<file path="config.mk">
export PLATFORM = sky130hd
export DESIGN_NAME = roi_window_statistics
export DESIGN_NICKNAME = d
export VERILOG_FILES = /design/src/rws_pkg.sv /design/src/rws_div.sv /design/src/rws_datapath.sv /design/src/rws_ctrl.sv /design/src/roi_window_statistics.sv
export SDC_FILE = /design/constraint.sdc
export NUM_CORES = 2
export LEC_CHECK = 0
export ABC_AREA = 1
export BUFFER_PORTS_ARGS = -buffer_cell sky130_fd_sc_hd__buf_4
export CORE_MARGIN = 5
export CORE_UTILIZATION = 45
export DETAILED_ROUTE_END_ITERATION = 8
export GPL_TIMING_DRIVEN = 0
export SETUP_SLACK_MARGIN = 0.4
export SYNTH_ARGS = -nofsm -noshare
export SYNTH_HDL_FRONTEND = slang
export SYNTH_HIERARCHICAL = 1
export SYNTH_SLANG_ARGS = --single-unit
export TNS_END_PERCENT = 50
</file>
<file path="constraint.sdc">
create_clock -name clk_i -period 27 [get_ports clk_i]
set_clock_uncertainty 0.15 [all_clocks]
set_input_delay 5.4 -clock clk_i [delete_from_list [all_inputs] [get_ports clk_i]]
set_output_delay 5.4 -clock clk_i [all_outputs]
set_load 0.03 [all_outputs]
</file>
<file path="src/rws_pkg.sv">
`default_nettype none

package rws_pkg;

  // Frame geometry defaults
  localparam int DEF_FRAME_WIDTH  = 32;
  localparam int DEF_FRAME_HEIGHT = 24;

  // Field widths
  localparam int TEMP_W     = 16;
  localparam int VAR_W      = 30;
  localparam int LEFT_W     = 5;
  localparam int TOP_W      = 5;
  localparam int WIDTH_W    = 6;
  localparam int HEIGHT_W   = 5;
  localparam int CFG_ADDR_W = 2;
  localparam int CFG_DATA_W = 6;
  localparam int IN_DATA_W  = TEMP_W;
  localparam int OUT_DATA_W = ((3 * TEMP_W + VAR_W + 7) / 8) * 8;

  // Position compare width: covers frame coordinates up to 1023 and left + width
  localparam int POS_W = 10;

  // Largest region extent the window registers can describe
  localparam int WIN_COLS_MAX = (1 << WIDTH_W) - 1;
  localparam int WIN_ROWS_MAX = (1 << HEIGHT_W) - 1;

  localparam logic [VAR_W-1:0] VAR_LIMIT = 30'd1073676289;

  localparam logic signed [TEMP_W-1:0] TEMP_MIN = 16'sh8000;
  localparam logic signed [TEMP_W-1:0] TEMP_MAX = 16'sh7fff;

  // Register indexes
  localparam logic [CFG_ADDR_W-1:0] REG_LEFT   = 2'd0;
  localparam logic [CFG_ADDR_W-1:0] REG_TOP    = 2'd1;
  localparam logic [CFG_ADDR_W-1:0] REG_WIDTH  = 2'd2;
  localparam logic [CFG_ADDR_W-1:0] REG_HEIGHT = 2'd3;

  // Register reset values
  localparam logic [LEFT_W-1:0]   RST_LEFT   = 5'd3;
  localparam logic [TOP_W-1:0]    RST_TOP    = 5'd5;
  localparam logic [WIDTH_W-1:0]  RST_WIDTH  = 6'd4;
  localparam logic [HEIGHT_W-1:0] RST_HEIGHT = 5'd4;

  typedef struct packed {
    logic acc_clear;
    logic mul_en;
    logic sum_en;
    logic sub_en;
    logic div_start;
    logic div_var;
    logic mean_cap;
    logic var_cap;
    logic out_load;
  } rws_cmd_t;

  typedef struct packed {
    logic last_acc;
    logic div_done;
    logic out_free;
  } rws_sts_t;

endpackage

`default_nettype wire

</file>
<file path="src/rws_div.sv">
`default_nettype none

module rws_div #(
  parameter int DVD_W = 50,
  parameter int DVS_W = 20
) (
  input  wire logic             clk_i,
  input  wire logic             rst_ni,
  input  wire logic             start_i,
  input  wire logic [DVD_W-1:0] dividend_i,
  input  wire logic [DVS_W-1:0] divisor_i,
  output logic                  done_o,
  output logic [DVD_W-1:0]      quotient_o,
  output logic [DVS_W-1:0]      remainder_o
);

  localparam int CNT_W = $clog2(DVD_W + 1);

  logic [DVD_W-1:0] quo_q;
  logic [DVS_W-1:0] rem_q;
  logic [DVS_W-1:0] dvs_q;
  logic [CNT_W-1:0] cnt_q;
  logic             busy_q;
  logic             done_q;

  logic [DVS_W:0]   trial;
  logic [DVS_W:0]   diff;
  logic             take;
  logic [DVS_W-1:0] rem_d;

  // One quotient bit per cycle, restoring
  always_comb begin
    trial = {rem_q, quo_q[DVD_W-1]};
    diff  = trial - {1'b0, dvs_q};
    take  = (trial >= {1'b0, dvs_q});
    rem_d = take ? diff[DVS_W-1:0] : trial[DVS_W-1:0];
  end

  always_ff @(posedge clk_i or negedge rst_ni) begin
    if (!rst_ni) begin
      cnt_q  <= '0;
      busy_q <= 1'b0;
      done_q <= 1'b0;
    end else if (start_i) begin
      cnt_q  <= CNT_W'(DVD_W);
      busy_q <= 1'b1;
      done_q <= 1'b0;
    end else if (busy_q) begin
      cnt_q <= cnt_q - 1'b1;
      if (cnt_q == CNT_W'(1)) begin
        busy_q <= 1'b0;
        done_q <= 1'b1;
      end
    end else begin
      done_q <= 1'b0;
    end
  end

  always_ff @(posedge clk_i) begin
    if (start_i) begin
      quo_q <= dividend_i;
      rem_q <= '0;
      dvs_q <= divisor_i;
    end else if (busy_q) begin
      quo_q <= {quo_q[DVD_W-2:0], take};
      rem_q <= rem_d;
    end
  end

  assign done_o      = done_q;
  assign quotient_o  = quo_q;
  assign remainder_o = rem_q;

endmodule

`default_nettype wire

</file>
<file path="src/rws_datapath.sv">
`default_nettype none

module rws_datapath #(
  parameter int FRAME_WIDTH  = rws_pkg::DEF_FRAME_WIDTH,
  parameter int FRAME_HEIGHT = rws_pkg::DEF_FRAME_HEIGHT
) (
  input  wire logic                                clk_i,
  input  wire logic                                rst_ni,
  input  wire logic                                cfg_we_i,
  input  wire logic [rws_pkg::CFG_ADDR_W-1:0]      cfg_addr_i,
  input  wire logic [rws_pkg::CFG_DATA_W-1:0]      cfg_wdata_i,
  input  wire logic                                s_axis_tvalid_i,
  input  wire logic [rws_pkg::IN_DATA_W-1:0]       s_axis_tdata_i,
  input  wire logic                                s_axis_tlast_i,
  input  wire logic                                in_ready_i,
  input  wire logic                                m_axis_tready_i,
  output logic                                     m_axis_tvalid_o,
  output logic [rws_pkg::OUT_DATA_W-1:0]           m_axis_tdata_o,
  input  wire rws_pkg::rws_cmd_t                   cmd_i,
  output rws_pkg::rws_sts_t                        sts_o
);

  localparam int TW    = rws_pkg::TEMP_W;
  localparam int PW    = rws_pkg::POS_W;
  localparam int CW    = (FRAME_WIDTH > 1) ? $clog2(FRAME_WIDTH) : 1;
  localparam int RW    = $clog2(FRAME_HEIGHT + 1);
  localparam int NCOL  = (FRAME_WIDTH < rws_pkg::WIN_COLS_MAX) ?
                         FRAME_WIDTH : rws_pkg::WIN_COLS_MAX;
  localparam int NROW  = (FRAME_HEIGHT < rws_pkg::WIN_ROWS_MAX) ?
                         FRAME_HEIGHT : rws_pkg::WIN_ROWS_MAX;
  localparam int NMAX  = NCOL * NROW;
  localparam int NW    = $clog2(NMAX + 1);
  localparam int SW    = TW + NW;
  localparam int AW    = SW - 1;
  localparam int PSQ_W = 2 * TW - 1;
  localparam int QW    = 2 * TW - 2 + NW;
  localparam int QL    = QW / 2;
  localparam int QH    = QW - QL;
  localparam int DW    = QW + NW;
  localparam int VW    = 2 * NW;

  // Configuration
  logic [rws_pkg::LEFT_W-1:0]   left_q;
  logic [rws_pkg::TOP_W-1:0]    top_q;
  logic [rws_pkg::WIDTH_W-1:0]  width_q;
  logic [rws_pkg::HEIGHT_W-1:0] height_q;

  always_ff @(posedge clk_i or negedge rst_ni) begin
    if (!rst_ni) begin
      left_q   <= rws_pkg::RST_LEFT;
      top_q    <= rws_pkg::RST_TOP;
      width_q  <= rws_pkg::RST_WIDTH;
      height_q <= rws_pkg::RST_HEIGHT;
    end else if (cfg_we_i) begin
      case (cfg_addr_i)
        rws_pkg::REG_LEFT:   left_q   <= cfg_wdata_i[rws_pkg::LEFT_W-1:0];
        rws_pkg::REG_TOP:    top_q    <= cfg_wdata_i[rws_pkg::TOP_W-1:0];
        rws_pkg::REG_WIDTH:  width_q  <= cfg_wdata_i[rws_pkg::WIDTH_W-1:0];
        rws_pkg::REG_HEIGHT: height_q <= cfg_wdata_i[rws_pkg::HEIGHT_W-1:0];
        default: ;
      endcase
    end
  end

  // Raster position
  logic          accept;
  logic [CW-1:0] col_q;
  logic [RW-1:0] row_q;
  logic          in_frame;
  logic          in_win;
  logic [PW-1:0] col_p;
  logic [PW-1:0] row_p;

  assign accept = s_axis_tvalid_i & in_ready_i;

  always_comb begin
    col_p    = PW'(col_q);
    row_p    = PW'(row_q);
    in_frame = (row_q < RW'(FRAME_HEIGHT));
    in_win   = in_frame &&
               (col_p >= PW'(left_q)) && (col_p < PW'(left_q) + PW'(width_q)) &&
               (row_p >= PW'(top_q))  && (row_p < PW'(top_q) + PW'(height_q));
  end

  always_ff @(posedge clk_i or negedge rst_ni) begin
    if (!rst_ni) begin
      col_q <= '0;
      row_q <= '0;
    end else if (accept) begin
      if (s_axis_tlast_i) begin
        col_q <= '0;
        row_q <= '0;
      end else if (in_frame) begin
        if (({1'b0, col_q} + 1'b1) >= (CW + 1)'(FRAME_WIDTH)) begin
          col_q <= '0;
          row_q <= row_q + 1'b1;
        end else begin
          col_q <= col_q + 1'b1;
        end
      end
    end
  end

  // Square stage
  logic signed [2*TW-1:0] prod;
  logic signed [TW-1:0]   t_q;
  logic [PSQ_W-1:0]       psq_q;
  logic                   acc_en_q;

  assign prod = $signed(s_axis_tdata_i) * $signed(s_axis_tdata_i);

  always_ff @(posedge clk_i or negedge rst_ni) begin
    if (!rst_ni) begin
      acc_en_q <= 1'b0;
    end else begin
      acc_en_q <= accept & in_win;
    end
  end

  always_ff @(posedge clk_i) begin
    if (accept) begin
      t_q   <= $signed(s_axis_tdata_i);
      psq_q <= prod[PSQ_W-1:0];
    end
  end

  // Accumulators
  logic signed [SW-1:0] sum_q;
  logic [QW-1:0]        sqsum_q;
  logic signed [TW-1:0] max_q;
  logic signed [TW-1:0] min_q;
  logic [NW-1:0]        cnt_q;

  always_ff @(posedge clk_i or negedge rst_ni) begin
    if (!rst_ni) begin
      sum_q   <= '0;
      sqsum_q <= '0;
      max_q   <= rws_pkg::TEMP_MIN;
      min_q   <= rws_pkg::TEMP_MAX;
      cnt_q   <= '0;
    end else if (cmd_i.acc_clear) begin
      sum_q   <= '0;
      sqsum_q <= '0;
      max_q   <= rws_pkg::TEMP_MIN;
      min_q   <= rws_pkg::TEMP_MAX;
      cnt_q   <= '0;
    end else if (acc_en_q) begin
      sum_q   <= sum_q + SW'(t_q);
      sqsum_q <= sqsum_q + QW'(psq_q);
      if (t_q > max_q) max_q <= t_q;
      if (t_q < min_q) min_q <= t_q;
      cnt_q   <= cnt_q + 1'b1;
    end
  end

  // Frame-end arithmetic
  logic                  neg_q;
  logic [AW-1:0]         abs_q;
  logic [NW+QL-1:0]      nql_q;
  logic [NW+QH-1:0]      nqh_q;
  logic [VW-1:0]         nn_q;
  logic [DW-1:0]         nq_q;
  logic [DW-1:0]         sqr_q;
  logic [DW-1:0]         num_q;
  logic [SW-1:0]         abs_full;
  logic [NW+QL-1:0]      nql_d;
  logic [NW+QH-1:0]      nqh_d;
  logic [VW-1:0]         nn_d;
  logic [DW-1:0]         sqr_d;

  always_comb begin
    abs_full = sum_q[SW-1] ? (~sum_q + 1'b1) : sum_q;
    nql_d    = (NW + QL)'(cnt_q) * (NW + QL)'(sqsum_q[QL-1:0]);
    nqh_d    = (NW + QH)'(cnt_q) * (NW + QH)'(sqsum_q[QW-1:QL]);
    nn_d     = VW'(cnt_q) * VW'(cnt_q - 1'b1);
    sqr_d    = abs_q * abs_q;
  end

  always_ff @(posedge clk_i) begin
    if (cmd_i.mul_en) begin
      neg_q <= sum_q[SW-1];
      abs_q <= abs_full[AW-1:0];
      nql_q <= nql_d;
      nqh_q <= nqh_d;
      nn_q  <= nn_d;
    end
    if (cmd_i.sum_en) begin
      nq_q  <= (DW'(nqh_q) << QL) + DW'(nql_q);
      sqr_q <= sqr_d;
    end
    if (cmd_i.sub_en) begin
      num_q <= nq_q - sqr_q;
    end
  end

  // Shared divider
  logic [DW-1:0] div_quo;
  logic [VW-1:0] div_rem;
  logic          div_done;

  rws_div #(
    .DVD_W (DW),
    .DVS_W (VW)
  ) u_div (
    .clk_i       (clk_i),
    .rst_ni      (rst_ni),
    .start_i     (cmd_i.div_start),
    .dividend_i  (cmd_i.div_var ? num_q : DW'(abs_q)),
    .divisor_i   (cmd_i.div_var ? nn_q : VW'(cnt_q)),
    .done_o      (div_done),
    .quotient_o  (div_quo),
    .remainder_o (div_rem)
  );

  logic [TW-1:0]             mean_mag;
  logic [TW-1:0]             mean_q;
  logic [rws_pkg::VAR_W-1:0] var_q;

  // round the magnitude up only for a negative sum, so the mean floors
  assign mean_mag = div_quo[TW-1:0] + TW'(neg_q & (|div_rem));

  always_ff @(posedge clk_i) begin
    if (cmd_i.mean_cap) begin
      mean_q <= neg_q ? (~mean_mag + 1'b1) : mean_mag;
    end
    if (cmd_i.var_cap) begin
      var_q <= (div_quo > DW'(rws_pkg::VAR_LIMIT)) ? rws_pkg::VAR_LIMIT :
               div_quo[rws_pkg::VAR_W-1:0];
    end
  end

  // Output register
  logic                      out_valid_q;
  logic [TW-1:0]             out_max_q;
  logic [TW-1:0]             out_min_q;
  logic [TW-1:0]             out_mean_q;
  logic [rws_pkg::VAR_W-1:0] out_var_q;

  always_ff @(posedge clk_i or negedge rst_ni) begin
    if (!rst_ni) begin
      out_valid_q <= 1'b0;
    end else if (cmd_i.out_load) begin
      out_valid_q <= 1'b1;
    end else if (m_axis_tready_i) begin
      out_valid_q <= 1'b0;
    end
  end

  always_ff @(posedge clk_i) begin
    if (cmd_i.out_load) begin
      if (cnt_q == '0) begin
        out_max_q  <= '0;
        out_min_q  <= '0;
        out_mean_q <= '0;
        out_var_q  <= '0;
      end else begin
        out_max_q  <= max_q;
        out_min_q  <= min_q;
        out_mean_q <= mean_q;
        out_var_q  <= (cnt_q > NW'(1)) ? var_q : '0;
      end
    end
  end

  assign m_axis_tvalid_o = out_valid_q;
  assign m_axis_tdata_o  = rws_pkg::OUT_DATA_W'({out_var_q, out_mean_q, out_min_q, out_max_q});

  always_comb begin
    sts_o.last_acc = accept & s_axis_tlast_i;
    sts_o.div_done = div_done;
    sts_o.out_free = ~out_valid_q | m_axis_tready_i;
  end

`ifndef NO_ASSERTIONS
  a_acc_after_accept: assert property (@(posedge clk_i) disable iff (!rst_ni)
    acc_en_q |-> $past(accept))
    else $error("accumulate without an accepted pixel");

  a_count_bound: assert property (@(posedge clk_i) disable iff (!rst_ni)
    cnt_q <= NW'(NMAX))
    else $error("pixel count exceeds region bound");

  a_load_free: assert property (@(posedge clk_i) disable iff (!rst_ni)
    cmd_i.out_load |-> (!out_valid_q || m_axis_tready_i))
    else $error("result overwritten before transaction");
`endif

endmodule

`default_nettype wire

</file>
<file path="src/rws_ctrl.sv">
`default_nettype none

module rws_ctrl (
  input  wire logic              clk_i,
  input  wire logic              rst_ni,
  input  wire rws_pkg::rws_sts_t sts_i,
  output rws_pkg::rws_cmd_t      cmd_o,
  output logic                   in_ready_o
);

  localparam logic [3:0] S_IDLE   = 4'd0;
  localparam logic [3:0] S_DRAIN  = 4'd1;
  localparam logic [3:0] S_MUL    = 4'd2;
  localparam logic [3:0] S_SUM    = 4'd3;
  localparam logic [3:0] S_SUB    = 4'd4;
  localparam logic [3:0] S_MSTART = 4'd5;
  localparam logic [3:0] S_MWAIT  = 4'd6;
  localparam logic [3:0] S_VSTART = 4'd7;
  localparam logic [3:0] S_VWAIT  = 4'd8;
  localparam logic [3:0] S_OUT    = 4'd9;

  logic [3:0] state_q;
  logic [3:0] state_d;

  always_comb begin
    state_d    = state_q;
    cmd_o      = '0;
    in_ready_o = 1'b0;
    case (state_q)
      S_IDLE: begin
        in_ready_o = 1'b1;
        if (sts_i.last_acc) state_d = S_DRAIN;
      end
      S_DRAIN: state_d = S_MUL;
      S_MUL: begin
        cmd_o.mul_en = 1'b1;
        state_d      = S_SUM;
      end
      S_SUM: begin
        cmd_o.sum_en = 1'b1;
        state_d      = S_SUB;
      end
      S_SUB: begin
        cmd_o.sub_en = 1'b1;
        state_d      = S_MSTART;
      end
      S_MSTART: begin
        cmd_o.div_start = 1'b1;
        state_d         = S_MWAIT;
      end
      S_MWAIT: begin
        if (sts_i.div_done) begin
          cmd_o.mean_cap = 1'b1;
          state_d        = S_VSTART;
        end
      end
      S_VSTART: begin
        cmd_o.div_start = 1'b1;
        cmd_o.div_var   = 1'b1;
        state_d         = S_VWAIT;
      end
      S_VWAIT: begin
        if (sts_i.div_done) begin
          cmd_o.var_cap = 1'b1;
          state_d       = S_OUT;
        end
      end
      S_OUT: begin
        if (sts_i.out_free) begin
          cmd_o.out_load  = 1'b1;
          cmd_o.acc_clear = 1'b1;
          state_d         = S_IDLE;
        end
      end
      default: state_d = S_IDLE;
    endcase
  end

  always_ff @(posedge clk_i or negedge rst_ni) begin
    if (!rst_ni) begin
      state_q <= S_IDLE;
    end else begin
      state_q <= state_d;
    end
  end

`ifndef NO_ASSERTIONS
  a_last_to_drain: assert property (@(posedge clk_i) disable iff (!rst_ni)
    sts_i.last_acc |=> (state_q == S_DRAIN))
    else $error("frame end not followed by drain");

  a_done_in_wait: assert property (@(posedge clk_i) disable iff (!rst_ni)
    sts_i.div_done |-> (state_q == S_MWAIT || state_q == S_VWAIT))
    else $error("divider finished outside a wait state");
`endif

endmodule

`default_nettype wire

</file>
<file path="src/roi_window_statistics.sv">
// Region-of-interest statistics over a raster stream of thermal pixels.
// Slave stream: one signed 1/64 degree pixel per transaction in tdata[15:0],
// tlast marks the last pixel of a frame. Column and row are counted inside.
// Master stream: one result per frame, tdata holds max, min, floor mean and
// sample variance (n-1 divisor, saturated).
// Configuration: write enable, register index (0 left, 1 top, 2 width,
// 3 height) and data, taken at any edge with the enable high; write only
// while the block is idle.
// Throughput: one pixel per cycle within a frame. After the tlast pixel the
// slave side drops tready while the bit-serial divider runs once for the
// mean and once for the variance, on dividends of DW = 30 + 2*NW bits, NW
// the width of the pixel counter (NW = 10 at the default 32x24 frame).
// The result becomes valid after the variance division, once the output
// register is free, and tready returns with it.
// A stalled master side holds the result in the output register; pixels of
// the next frame keep flowing and only the next frame end waits for it.
// Reset: registers return to left 3, top 5, width 4, height 4; counters and
// accumulators clear, no result is pending.
`default_nettype none

module roi_window_statistics #(
  parameter int FRAME_WIDTH  = rws_pkg::DEF_FRAME_WIDTH,
  parameter int FRAME_HEIGHT = rws_pkg::DEF_FRAME_HEIGHT
) (
  input  wire logic                           clk_i,
  input  wire logic                           rst_ni,
  input  wire logic                           cfg_we_i,
  input  wire logic [rws_pkg::CFG_ADDR_W-1:0] cfg_addr_i,
  input  wire logic [rws_pkg::CFG_DATA_W-1:0] cfg_wdata_i,
  input  wire logic                           s_axis_tvalid_i,
  output logic                                s_axis_tready_o,
  // [15:0] pixel_temp
  input  wire logic [rws_pkg::IN_DATA_W-1:0]  s_axis_tdata_i,
  input  wire logic                           s_axis_tlast_i,
  output logic                                m_axis_tvalid_o,
  input  wire logic                           m_axis_tready_i,
  // [15:0] region_max, [31:16] region_min, [47:32] region_mean,
  // [77:48] region_variance, [79:78] zero
  output logic [rws_pkg::OUT_DATA_W-1:0]      m_axis_tdata_o
);

  rws_pkg::rws_cmd_t cmd;
  rws_pkg::rws_sts_t sts;

  rws_ctrl u_ctrl (
    .clk_i      (clk_i),
    .rst_ni     (rst_ni),
    .sts_i      (sts),
    .cmd_o      (cmd),
    .in_ready_o (s_axis_tready_o)
  );

  rws_datapath #(
    .FRAME_WIDTH  (FRAME_WIDTH),
    .FRAME_HEIGHT (FRAME_HEIGHT)
  ) u_datapath (
    .clk_i           (clk_i),
    .rst_ni          (rst_ni),
    .cfg_we_i        (cfg_we_i),
    .cfg_addr_i      (cfg_addr_i),
    .cfg_wdata_i     (cfg_wdata_i),
    .s_axis_tvalid_i (s_axis_tvalid_i),
    .s_axis_tdata_i  (s_axis_tdata_i),
    .s_axis_tlast_i  (s_axis_tlast_i),
    .in_ready_i      (s_axis_tready_o),
    .m_axis_tready_i (m_axis_tready_i),
    .m_axis_tvalid_o (m_axis_tvalid_o),
    .m_axis_tdata_o  (m_axis_tdata_o),
    .cmd_i           (cmd),
    .sts_o           (sts)
  );

endmodule

`default_nettype wire

</file>
Word level (Yosys, flattened, before mapping)
Cells that the tools add are included.
Word-level totals
  register bits: 670
  input bits: 30
  output and inout bits: 82
  word-level logic and storage cells: 173
Cells by class
  $add $sub $neg: 16
  multipliers: 5
  $lt $le $gt $ge: 11
  eq/ne operators: 18
  multiplexer cells: 51
  bitwise logic cells: 9
  reduce and logical (&&, ||, !) cells: 26
Operators with widths (count)
  $mux W50: 3
  $mux W16: 7
  $mux W40: 2
  $mul A10 B20 Y30: 2
  $mux W26: 2
  $add A50 B30 Y50: 1
  $gt A50 B30 Y1 const B: 1
  $mul A25 B25 Y50: 1
  $sub A50 B50 Y50: 1
  $add A40 B31 Y40: 1
  $pmux W4 S10: 1
  $mul A16 B16 Y31: 1
  $mux W10: 3
  $mux W5: 6
  $add A26 B16 Y26: 1
  $add A25 B1 Y25 const B: 1
  $mux W25: 1
  $not A25 Y25: 1
  $ge A21 B20 Y1: 1
  $lt A5 B10 Y1: 2
  $mul A10 B20 Y20: 1
  $mux W20: 1
  $reduce_or A20 Y1: 1
  $sub A20 B20 Y20: 1
  41 further kinds: 93

Depth between registers and ports, before layout
  depth in word-level cells: 6
  gate-level depth with buffers: 33
  gate-level depth less buffers: 31

By module
The synthesis kept the hierarchy.
By module, submodules not included
  rws_datapath: instances 1, cells an instance 9337, area an instance 76100.5 um2, sequential area each 16258.1 um2
  rws_div: instances 1, cells an instance 689, area an instance 5535.3 um2, sequential area each 2702.6 um2
  rws_ctrl: instances 1, cells an instance 53, area an instance 315.3 um2, sequential area each 100.1 um2

Worst setup path before layout
Ideal clock, no wire load.
  path kind: in2reg
  start: input port m_axis_tready_i
  end: register u_datapath.sqsum_q[34]
  library setup time: 0.071 ns
  data arrival time: 12.567 ns
  data required time: 26.779 ns
  setup slack: 14.212 ns
  cell stages on the path: 11
  buffers on the path: 3
  cells stage by stage: inv_1 nand2_1 inv_1 nor3_1 buf_4 nor2_1 inv_1 clkbuf_1 clkbuf_1 a21oi_1 nor2_1
RTL lines
  start, declared: line roi_window_statistics.sv:36  | input wire logic m_axis_tready_i,
  end signal, assigned: line rws_datapath.sv:149  | sqsum_q <= sqsum_q + QW'(psq_q);
  end, declared: line rws_datapath.sv:129  | logic [QW-1:0] sqsum_q;

Worst setup path in the final report
  start: input port s_axis_tdata_i[8] (netlist name)
  end: register u_datapath.psq_q[26] (data pin)
Between the ends
  longest elaborated chain between the ends: 1
RTL lines
  start, declared: line roi_window_statistics.sv:33  | input wire logic [rws_pkg::IN_DATA_W-1:0] s_axis_tdata_i,
  $mul A16 B16 Y31: line rws_datapath.sv:110  | assign prod = $signed(s_axis_tdata_i) * $signed(s_axis_tdata_i);
  via u_datapath.prod[26]: line rws_datapath.sv:105  | logic signed [2*TW-1:0] prod;
  end signal, assigned: line rws_datapath.sv:123  | psq_q <= prod[PSQ_W-1:0];
  end, declared: line rws_datapath.sv:107  | logic [PSQ_W-1:0] psq_q;
The timed path passes the listed nets, and every way through them passes these cells.
A chain may end at the register's enable or synchronous reset.

==> impl_metrics.csv <==
group,metric,value,unit
status,status,"completed",
clock_network,numCtsBuffers,78,
timing,slew_headroom,0.1492,
timing,fin_crit,11750,ps
placement,routabilityCongestion,0.9621,
placement,placed_cell_area,0.08615,mm2
grt,grt_pass1_vias,67650,
synthesis,ys_warn_count,6,
cells_and_area,final_common_cell,"inv_1",
cells_and_area,final_cell_mix,"2485 x inv_1, 2390 x nand2_1, 1067 x fa_1",
critical_path,crit_path_max_fanout,10,
floorplan,rows,156,
critical_path,slowest_delay,640,ps
synthesis,syn_inst,10080,
grt,grt_overflow,0,
timing,tightest_slew,1271,ps
timing,hold_viol_final,0,
critical_path,cp_top_family,"adder cells",
critical_path,crit_buf_inv,9,
placement,portBuffers,109,
critical_path,cp_data_arrival_time,12030,ps
clock_network,path_clk_slew,60,ps
grt,antenna_found_initial,5,
power,combPwrFrac,0.481,
clock_network,cts_setup_buffers,0,
synthesis,avgSynthCellArea,8.131,um2
synthesis,yosysSeqAreaShare,0.2326,
route,viasPerCell,5.144,
route,drc_errors,0,
synthesis,synth_flop_cell,"edfxtp_1",
grt,grt_pass1_wl,391700,um
critical_path,slowest_stage,"clkbuf_1",
clock_network,clkLatencyLatePin,710,ps
job,max_cap_violations,0,
cells_and_area,layout-drive-gt1-share,0.04016,
clock_network,cts_tree,"built",
timing,rsz0062_at_grt,"no",
timing,finalWorstSetupSlack,15250,ps
min_path,hp-class,"flop to flop",
critical_path,r2r_start,"u_datapath/abs_q[11]",
floorplan,die_area,0.1907,mm2
cells_and_area,syn2layout_area_growth,8.344,%
synthesis,synth_cell_type_count,66,
critical_path,crit_path_end_kind,"flop",
power,clockPowerShare,0.247,
power,seqPwrFrac,0.272,
clock_network,cts_max_level,3,
power,leakage,47.16,nW
critical_path,crit_type,"primary input to flop",
clock_network,cts_resized,0,
cells_and_area,fin_nets,12070,
min_path,holdCritStartpoint,"u_datapath/nql_q[11]",
synthesis,ys_ff_latch,666,
clock_network,numClockSinks,666,
floorplan,core_area,0.1809,mm2
floorplan,io_pins,112,
power,power.density,50.11,mW/mm2
floorplan,start_util,0.4529,
power,switchingPower,0.001788,W
route,route.vias.total,65470,
clock_network,clockBufferDepth,3,
route,final_antenna_net_count,0,
placement,post-place-ws,14760,ps
timing,finalCritPeriodShare,0.4351,
critical_path,cp.required,27280,ps
critical_path,startpoint_type,"primary input",
power,switching_share,0.4019,
synthesis,synth_top_cell_area_share,0.2606,
cells_and_area,antenna_cells,0,
clock_network,cts_root_buf,"clkbuf_16",
timing,clock.fmax,0.08512,GHz
route,drt_wl_total,250700,um
placement,dp_hpwl,210700,um
floorplan,die_w,436.7,um
power,p_int,0.002661,W
synthesis,ys_async_sr_fraction,0.2297,
timing,setup_violations,0,
synthesis,synthesis.area,0.08195,mm2
critical_path,startpoint,"s_axis_tdata_i[8]",
route,drt_iter0_markers,4650,
synthesis,synth_top_area_cell,"fa_1",
timing,final_max_slew_viol_count,0,
route,dr.pass1.iters,6,
cells_and_area,fin_area,0.08879,mm2
grt,grt_max_degree,85,
power,vdd_drop_max,0.0003658,V
grt,grt.total_usage,0.2643,
clock_network,cts_hold_buffers,0,
timing,fin_tns_setup,0,ps
synthesis,synth_edf_count,493,
critical_path,path_cells,"buf_4 > clkbuf_1 > clkbuf_1 > nand2_1 > fa_1 > inv_1 > fa_1 > inv_1 > fa_1 > inv_1 > fa_1 > inv_1 > fa_1 > inv_1 > fa_1 > ha_1 > nand2_1 > inv_1 > nand2_1 > nor3_1 > nand4_1 > nand3_1 > a21oi_1 > xnor2_1",
floorplan,die_h,436.7,um
route,wl_per_cell,19.70,um
synthesis,ys_top_cells_by_area,"fa_1 26%, edfxtp_1 18%, inv_1 11%, nand2_1 11%, ha_1 10%",
state kept, by name, indices dropped and copies added (netlist names), 19 cells and up:
signal	flops
u_datapath/u_div/quotient_o	50
u_datapath/psq_q	29
u_datapath/sqr_q	49
u_datapath/nn_q	19
u_datapath/abs_q	25
u_datapath/sqsum_q	40
u_datapath/sum_q	26
u_datapath/num_q	50
u_datapath/u_div/remainder_o	20
u_datapath/nqh_q	30
u_datapath/nql_q	30
u_datapath/out_var_q	30
u_datapath/nq_q	50
u_datapath/u_div/dvs_q	20
u_datapath/var_q	30
power by group through the flow:
stage	clock, W	combinational, W	sequential, W
after floorplan	0	0.00157	0.00123
after global placement	0	0.00216	0.00123
after detailed placement	0	0.00216	0.00123
after CTS	0.00113	0.00218	0.00121
after global routing	0.00117	0.00245	0.00121
final	0.00110	0.00214	0.00121
per-stage QoR:
stage	total power (W)	utilization	cells	hold WS, ps
after floorplan	0.002796	-	10080	250.3
after global placement	0.003389	0.4739	12560	254.7
after detailed placement	0.003388	0.4761	12580	254.5
after CTS	0.004519	0.4907	12730	268.1
after global routing	0.004834	0.4907	12730	271.3
final	0.004449	0.4907	12730	268.4
layer usage:
layer,vias to the layer above,part of all wire,GRT usage
li1,31000,-,-
met1,32010,0.42,0.3496
met2,2018,0.47,0.4465
met3,449,0.060,0.03441
met4,0,0.042,0.09623
met5,-,0,0
final timing paths:
kind,endpoint,slack [ps],cells after the start
hold / removal,u_datapath/nq_q[11],270,0
min in group asynchronous,u_datapath/sqsum_q[29],4480,1
setup / recovery,u_datapath/psq_q[26],15250,24
max in group asynchronous,u_datapath/width_q[3],21170,2
setup reg to reg,u_datapath/sqr_q[37],18270,23
hold reg to reg,u_datapath/nq_q[11],270,0
final cells by class:
class | count | area, um2
inverters | 2502 | 9393
repair buffers | 134 | 1196
flip-flops and latches | 666 | 19060
fillers | 17750 | 92150
clock inverters | 48 | 515.5
clock buffers | 96 | 2123
plain buffers | 273 | 1120
multi-input cells | 6639 | 52420
well taps | 2370 | 2965
worst register-to-register path, cell delays in order (launching register included):
cell and delay [ps]:
edfxtp_1 550, clkbuf_1 610, clkbuf_1 900, nand2_1 160
inv_1 170, fa_1 420, inv_1 80, fa_1 400
inv_1 90, fa_1 440, fa_1 480, fa_1 570
fa_1 630, inv_1 80, fa_1 530, inv_1 50
ha_1 450, nand2_1 140, o21ai_0 270, inv_1 100
o21ai_0 400, a21oi_1 140, nand3_1 140, xor2_1 510
cells in the mapped netlist, drive strengths merged (3+ instances only):
cell       n
a21o      33
fa      1067
o31ai      4
buf       56
dfrtp    131
dfstp     22
inv     2494
o21ai    324
clkinv     8
a211oi     6
clkbuf   217
xnor2     97
a21oi    398
o21a      13
xor2     179
o22ai      8
o211ai     9
ha       676
nand3b    21
nand2   2416
nor3      82
nor4      29
o21bai    45
edfxtp   493
nand3    359
mux2       6
dfxtp     20
nor3b      3
a41oi      3
a21boi    14
a31oi     25
nand4     75
nor2     703
or2       25
kinds of logic after synthesis:
logic type	Yosys count	share of synthesized area
simple gates	3718	0.1849
buf+inv	2775	0.1283
fa+ha+maj	1743	0.3639
compound gates	894	0.05983
flops	666	0.2326
xor+xnor	276	0.02973
mux	6	0.0008244
other cells	1	0.00004576
Note: power is estimated with default switching activity, not from simulation.
